[config.mk]
export PLATFORM = sky130hd
export DESIGN_NAME = wwlc_ctrl
export DESIGN_NICKNAME = d
export VERILOG_FILES = /design/src/hw/rtl/wwlc_pkg.sv /design/src/hw/rtl/wwlc_ctrl.sv
export SDC_FILE = /design/constraint.sdc
export NUM_CORES = 1
export LEC_CHECK = 0
export ABC_AREA = 1
export BUFFER_PORTS_ARGS = -buffer_cell sky130_fd_sc_hd__buf_2
export CELL_PAD_IN_SITES_DETAIL_PLACEMENT = 0
export CELL_PAD_IN_SITES_GLOBAL_PLACEMENT = 1
export CORE_ASPECT_RATIO = 0.5
export CORE_MARGIN = 4
export CORE_UTILIZATION = 40
export DETAILED_ROUTE_END_ITERATION = 6
export PLACE_DENSITY = 0.89
export SETUP_SLACK_MARGIN = 0.02
export SKIP_CTS_REPAIR_TIMING = 1
export SLEW_MARGIN = 20
export SYNTH_ARGS = -nofsm -noshare
export SYNTH_HDL_FRONTEND = slang
export SYNTH_SLANG_ARGS = --single-unit
[constraint.sdc]
create_clock -name clk -period 8.4 [get_ports clk]
set_input_delay 0.42 -clock clk [delete_from_list [all_inputs] [get_ports clk]]
set_output_delay 0.42 -clock clk [all_outputs]
set_load 0.02 [all_outputs]
[src/hw/rtl/wwlc_pkg.sv]
// Shared types, codes and geometry constants of the write wear line counter.
package wwlc_pkg;

	// Default sizes of the wear store.
	localparam int LINE_COUNT_DEF  = 4096;
	localparam int COUNT_WIDTH_DEF = 16;

	// Line and block geometry, both powers of two.
	localparam int LINE_BYTES      = 8;
	localparam int BLOCK_BYTES     = 64;
	localparam int LB_SH           = $clog2(LINE_BYTES);
	localparam int LINES_PER_BLOCK = (BLOCK_BYTES / LINE_BYTES > 0) ?
		BLOCK_BYTES / LINE_BYTES : 1;
	localparam int PB_SH           = $clog2(LINES_PER_BLOCK);

	// Field widths.
	localparam int ADDR_W           = 64;
	localparam int SIZE_W           = 32;
	localparam int BLOCK_W          = 9;
	localparam int RLINES_W         = 13;
	localparam int WEAR_W           = 16;
	localparam int STATUS_W         = 2;
	localparam int IN_DATA_W        = 112;
	localparam int OUT_DATA_W       = 24;
	localparam int CFG_INDEX_W      = 1;
	localparam int CFG_DATA_W       = 64;
	localparam int REGION_LINES_RST = 4096;

	typedef enum logic {
		KIND_WRITE = 1'b0,
		KIND_QUERY = 1'b1
	} kind_t;

	typedef enum logic [STATUS_W-1:0] {
		STS_OK      = 2'd0,
		STS_PARTIAL = 2'd1,
		STS_OUTSIDE = 2'd2
	} status_t;

	typedef enum logic [CFG_INDEX_W-1:0] {
		CFG_REGION_START = 1'b0,
		CFG_REGION_LINES = 1'b1
	} cfg_index_t;

	typedef enum logic [2:0] {
		ST_CLEAR,
		ST_IDLE,
		ST_REL,
		ST_END,
		ST_SPAN,
		ST_RUN,
		ST_DRAIN,
		ST_RESP
	} state_t;

	// Commands from the sequencer to the wear store.
	typedef struct packed {
		logic rd_en;
		logic rd_write;
		logic wr_zero;
		logic acc_clr;
	} store_cmd_t;

	// Finished result handed to the output register.
	typedef struct packed {
		logic    valid;
		logic    query;
		status_t status;
	} result_t;

endpackage

[src/hw/rtl/wwlc_ctrl.sv]
// Sequencer: region arithmetic, line range of each item and store commands.
module wwlc_ctrl #(
	parameter int LINE_COUNT = wwlc_pkg::LINE_COUNT_DEF
) (
	input  logic                                clk,
	input  logic                                arst_n,
	input  logic                                in_valid,
	output logic                                in_ready,
	input  logic                                kind,
	input  logic [wwlc_pkg::ADDR_W-1:0]         address,
	input  logic [wwlc_pkg::SIZE_W-1:0]         size,
	input  logic [wwlc_pkg::BLOCK_W-1:0]        block_index,
	input  logic [wwlc_pkg::ADDR_W-1:0]         region_start,
	input  logic [wwlc_pkg::RLINES_W-1:0]       region_lines,
	input  logic                                out_free,
	output wwlc_pkg::store_cmd_t                cmd,
	output logic [$clog2(LINE_COUNT)-1:0]       addr,
	output wwlc_pkg::result_t                   res
);
	import wwlc_pkg::*;

	localparam int AW   = $clog2(LINE_COUNT);
	localparam int NW   = $clog2(LINE_COUNT + 1);
	localparam int RBW  = NW + LB_SH;
	localparam int MW   = (NW > RLINES_W) ? NW : RLINES_W;
	localparam int QW   = BLOCK_W + PB_SH;
	localparam int CMPW = ((QW > NW) ? QW : NW) + 1;

	state_t              state_q, state_d;
	logic [AW-1:0]       cur_q, cur_d;
	logic [AW-1:0]       last_q;
	kind_t               kind_q;
	logic [ADDR_W-1:0]   address_q;
	logic [SIZE_W-1:0]   size_q;
	logic [BLOCK_W-1:0]  block_q;
	logic [ADDR_W-1:0]   rel_q;
	logic [ADDR_W-1:0]   end_q;
	logic                carry_q;
	logic                inreg_q;
	status_t             status_q;

	logic [MW-1:0]       rl_ext;
	logic [NW-1:0]       lines;
	logic [RBW-1:0]      rbytes;
	logic [CMPW-1:0]     q_first;
	logic [CMPW-1:0]     q_next;
	logic [CMPW-1:0]     lines_ext;
	logic                q_outside;
	logic [AW-1:0]       q_last;
	logic [ADDR_W:0]     sum;
	logic                rel_in;
	logic                end_over;
	logic [RBW-1:0]      end_m1;
	logic [AW-1:0]       w_last;
	logic                wrap_hit;

	// Lines in use and the byte length of the tracked region.
	always_comb begin
		rl_ext = MW'(region_lines);
		lines  = (rl_ext < MW'(LINE_COUNT)) ? NW'(rl_ext) : NW'(LINE_COUNT);
		rbytes = {lines, {LB_SH{1'b0}}};
	end

	// Query range: the block's lines clipped to the region.
	always_comb begin
		q_first   = CMPW'({block_q, {PB_SH{1'b0}}});
		q_next    = q_first + CMPW'(LINES_PER_BLOCK);
		lines_ext = CMPW'(lines);
		q_outside = q_first >= lines_ext;
		q_last    = (q_next > lines_ext) ? AW'(lines_ext - CMPW'(1)) : AW'(q_next - CMPW'(1));
	end

	// Write range: relative end of the write and its last tracked line.
	always_comb begin
		sum      = {1'b0, rel_q} + {{(ADDR_W - SIZE_W + 1){1'b0}}, size_q};
		rel_in   = (rel_q[ADDR_W-1:RBW] == '0) && (rel_q[RBW-1:0] < rbytes);
		end_over = (end_q[ADDR_W-1:RBW] != '0) || (end_q[RBW-1:0] > rbytes);
		end_m1   = end_q[RBW-1:0] - RBW'(1);
		w_last   = end_over ? AW'(lines - NW'(1)) : AW'(end_m1 >> LB_SH);
		wrap_hit = carry_q && (end_q != '0) && (lines != '0);
	end

	// Next state.
	always_comb begin
		state_d = state_q;
		case (state_q)
			ST_CLEAR: begin
				if (cur_q == AW'(LINE_COUNT - 1)) state_d = ST_IDLE;
			end
			ST_IDLE: begin
				if (in_valid) state_d = ST_REL;
			end
			ST_REL: begin
				if (kind_q == KIND_QUERY) begin
					state_d = q_outside ? ST_RESP : ST_RUN;
				end else begin
					state_d = (size_q == '0) ? ST_RESP : ST_END;
				end
			end
			ST_END: begin
				state_d = ST_SPAN;
			end
			ST_SPAN: begin
				state_d = (inreg_q || wrap_hit) ? ST_RUN : ST_RESP;
			end
			ST_RUN: begin
				if (cur_q == last_q) state_d = ST_DRAIN;
			end
			ST_DRAIN: begin
				state_d = ST_RESP;
			end
			ST_RESP: begin
				if (out_free) state_d = ST_IDLE;
			end
			default: begin
				state_d = ST_IDLE;
			end
		endcase
	end

	// Outputs of the sequencer.
	always_comb begin
		in_ready     = 1'b0;
		cmd          = '0;
		res          = '0;
		addr         = cur_q;
		cmd.rd_write = (kind_q == KIND_WRITE);
		res.query    = (kind_q == KIND_QUERY);
		res.status   = status_q;
		case (state_q)
			ST_CLEAR: cmd.wr_zero = 1'b1;
			ST_IDLE:  in_ready    = 1'b1;
			ST_REL:   cmd.acc_clr = 1'b1;
			ST_RUN:   cmd.rd_en   = 1'b1;
			ST_RESP:  res.valid   = out_free;
			default:  cmd.rd_en   = 1'b0;
		endcase
	end

	// Line pointer: clearing sweep, then the range of each item.
	always_comb begin
		cur_d = cur_q;
		case (state_q)
			ST_CLEAR: cur_d = cur_q + AW'(1);
			ST_REL:   cur_d = AW'(q_first);
			ST_SPAN:  cur_d = inreg_q ? AW'(rel_q[RBW-1:LB_SH]) : '0;
			ST_RUN:   cur_d = cur_q + AW'(1);
			default:  cur_d = cur_q;
		endcase
	end

	always_ff @(posedge clk or negedge arst_n) begin
		if (!arst_n) begin
			state_q <= ST_CLEAR;
			cur_q   <= '0;
		end else begin
			state_q <= state_d;
			cur_q   <= cur_d;
		end
	end

	// Item registers and region arithmetic, one wide step per cycle.
	always_ff @(posedge clk) begin
		case (state_q)
			ST_IDLE: begin
				kind_q    <= kind_t'(kind);
				address_q <= address;
				size_q    <= size;
				block_q   <= block_index;
			end
			ST_REL: begin
				rel_q  <= address_q - region_start;
				last_q <= q_last;
				if (kind_q == KIND_QUERY) begin
					status_q <= q_outside ? STS_OUTSIDE : STS_OK;
				end else begin
					status_q <= STS_OK;
				end
			end
			ST_END: begin
				end_q   <= sum[ADDR_W-1:0];
				carry_q <= sum[ADDR_W];
				inreg_q <= rel_in;
			end
			ST_SPAN: begin
				last_q   <= w_last;
				status_q <= (inreg_q && !end_over) ? STS_OK : STS_PARTIAL;
			end
			default: begin
				last_q <= last_q;
			end
		endcase
	end

endmodule

==> results.json <==
{
  "io_pins": 208,
  "synth.avg_cell_area_sq_um": 6.69,
  "rsz0062_at_grt": "false",
  "die_area_sq_um": 58500,
  "grt_overflow_total": 0,
  "max_slew_margin": 0.404,
  "critPathLaunchType": "flop",
  "drtIter0Drc": 1684,
  "seq_area_sq_um": 7880,
  "crit_type": "reg -> reg",
  "hpwl_um": 58800,
  "area_delta_synth_final_pct": 16.8,
  "setup_viol": 0,
  "yosysSeqAreaShare": 0.362,
  "grtUsageMet3": 0.0254,
  "hold_depth": 1,
  "grt_pass1_vias": 19200,
  "hold_path_class": "in -> reg",
  "yosysWarnings": 0,
  "grt-busiest-layer": "met2",
  "worstPathMaxFanout": 14,
  "p_int_mw": 3.83,
  "crit_cells": 16,
  "path_delay_family": "simple AND/OR/NAND/NOR gates",
  "peakVddDrop_uv": 170,
  "core_sq_um": 53800,
  "synth_seq_cells": 265,
  "grt_max_degree": 67,
  "grt_use_met2": 0.383,
  "worstMarginPinSlew_ns": 0.891,
  "setup_tns_ns": 0,
  "clockRootBuffer": "clkbuf_16",
  "grt_usage": 0.234,
  "comb_power_share": 0.492,
  "globalplace.congestion": 0.960,
  "cp_data_required_time_ns": 8.73,
  "die_h_um": 173,
  "rows": 60,
  "grt_antenna_before_repair": 0,
  "yosysUniqueCellTypes": 46,
  "p_sw_frac": 0.465,
  "fin_skew_ns": 0.0249,
  "multi_input_area_sq_um": 11300,
  "post_drt_wl_per_cell_um": 16.5,
  "route.final.wire_length_um": 71200,
  "max_freq_mhz": 322,
  "clock_power_share": 0.171,
  "grt_use_met1": 0.342,
  "fin_total_pwr_mw": 7.17,
  "ant_nets": 0,
  "drc": 0,
  "p_sw_mw": 3.33,
  "first_pass_iters": 6,
  "start_util": 0.405,
  "drv_slew": 0,
  "tritoncts": "yes",
  "clock-sinks": 265,
  "num-fill-cells": 5520,
  "grt_pass1_wl_um": 107000,
  "postSynthCellCount": 3255,
  "power_frac_seq": 0.337,
  "numCtsBuffers": 28,
  "final_nets": 3903,
  "via_per_inst": 4.87,
  "fin_crit_sh": 0.369,
  "p_per_area_nw_per_um2": 282,
  "critPathCaptureType": "flop",
  "crit_arrival_ns": 3.44,
  "cp_num_buf_inv": 1,
  "p_leak_nw": 13.4,
  "finalCriticalPeriod_ns": 3.10,
  "die_w_um": 338,
  "timing_hold_violations_final": 0,
  "worst_r2r_path_depth": 16,
  "clk_latency_ns": 0.59,
  "path_common_cell": "nand2_1",
  "synth_fp_nets": 3586,
  "cap_violations": 0,
  "drive_above_1_share": 0.0810,
  "syn_area_sq_um": 21800,
  "status": "completed",
  "path_cells": "ha_1, nand2_1, nor2_2, nand2_1, nand2_1, inv_1, ha_1, nand4_1, nor2_1, nand2_1, nand2_2, nand2_2, nor2_1, nor2_1, nand2_1, nand2_1",
  "clockBufferDepth": 3,
  "cp_slowest_stage_delay_ns": 0.50,
  "dr_total_vias": 21000,
  "clk_pin_slew_ns": 0.07,
  "cpMaxStageDelayCell": "edfxtp_1",
  "cts.htree.levels": 1,
  "final_util": 0.473,
  "portBuffers": 207
}
routing by layer:
metal / part of all wire / vias to the layer above
li1: - / 10800
met4: 0.016 / 0
met1: 0.48 / 9546
met2: 0.46 / 574
met5: 0 / -
met3: 0.051 / 74
per-stage QoR:
step / std cells / hold WS [ns] / area, sq um / worst slack, ns
global placement: 4166 / 0.350 / 23700 / 5.11
detailed placement: 4166 / 0.353 / 23700 / 5.09
finish: 4305 / 0.0151 / 25400 / 5.30
CTS: 4215 / -0.273 / 24500 / 5.24
floorplan: 3255 / 0.124 / 21800 / 2.80
global route: 4304 / -0.0102 / 25400 / 5.02
synthesized netlist by cell type, drive strengths merged:
library cell,n,area share
nand2,1257,0.22
inv,681,0.12
nor2,313,0.055
edfxtp,250,0.34
nand3,198,0.046
ha,142,0.082
a21oi,90,0.021
xor2,70,0.028
o21ai,51,0.012
nand4,43,0.013
nor3,40,0.010
nor4,23,0.0066
xnor2,18,0.0072
dfrtp,15,0.017
buf,14,0.0045
o21bai,8,0.0028
and2,7,0.0020
or2,7,0.0020
nand3b,6,0.0021
o211ai,4,0.0014
a21boi,2,0.00069
a21o,2,0.00069
a31oi,2,0.00057
a41oi,2,0.00080
and3,2,0.00057
fa,2,0.0018
a211oi,1,0.00034
a32oi,1,0.00040
o21a,1,0.00034
o221ai,1,0.00040
o22ai,1,0.00029
o31ai,1,0.00034
flip-flops by register name, indices dropped and copies added, names as in the netlist:
| signal | flops |
|---|---|
| address_q | 64 |
| last_q | 12 |
| end_q | 64 |
| addr | 12 |
| state_q | 3 |
| kind_q | 1 |
| rel_q | 64 |
| block_q | 9 |
| carry_q | 1 |
| size_q | 32 |
| status_q | 2 |
| inreg_q | 1 |
power groups by stage:
stage	logic [mW]	clock network [mW]	registers, mW
floorplan	2.41	0	2.33
global placement	3.42	0	2.43
detailed placement	3.44	0	2.44
CTS	3.45	1.25	2.41
global route	3.96	1.31	2.45
finish	3.52	1.22	2.42
cells in the final DEF, fill, tap and decap left out, types with 7 or more instances in the layout:
cell / count
nor2_2: 10
a21oi_1: 90
buf_2: 207
clkbuf_16: 28
o21ai_0: 39
o21ai_1: 9
xor2_1: 70
nor3_1: 35
nor4_1: 23
nand2_1: 1249
nand3_1: 197
dlygate4sd3_1: 89
dfrtp_1: 15
o21bai_1: 8
nand4_1: 42
nand2_2: 8
inv_1: 677
ha_1: 142
and2_1: 7
edfxtp_1: 250
xnor2_1: 18
nor2_1: 301
clkinv_1: 7
cells by family after synthesis:
logic type | synth area share
buffers and inverters | 0.122
AOI/OAI and AO/OA | 0.0419
DFF | 0.362
and+or+nand+nor | 0.355
xor gates and xnor gates | 0.0354
adders and majority gates | 0.0834
final cells by class:
type	instances	area share
Multi-Input combinational cell	2295	0.443
Clock buffer	30	0.0278
Inverter	681	0.100
Sequential cell	265	0.310
Tap cell	713	0.0351
Timing Repair Buffer	301	0.0772
Antenna cell	1	0.0000984
Clock inverter	19	0.00679
path summary, 6_finish.rpt:
kind | end | slack (ns) | from
max in group asynchronous | addr[5] | 7.84 | arst_n
max reg2reg | last_q[10] | 5.30 | block_q[0]
min in group asynchronous | addr[8] | 0.29 | arst_n
max | last_q[10] | 5.30 | block_q[0]
min | address_q[30] | 0.02 | address[30]
min reg2reg | state_q[0] | 0.60 | state_q[0]
Power figures use the tool's default switching activity.
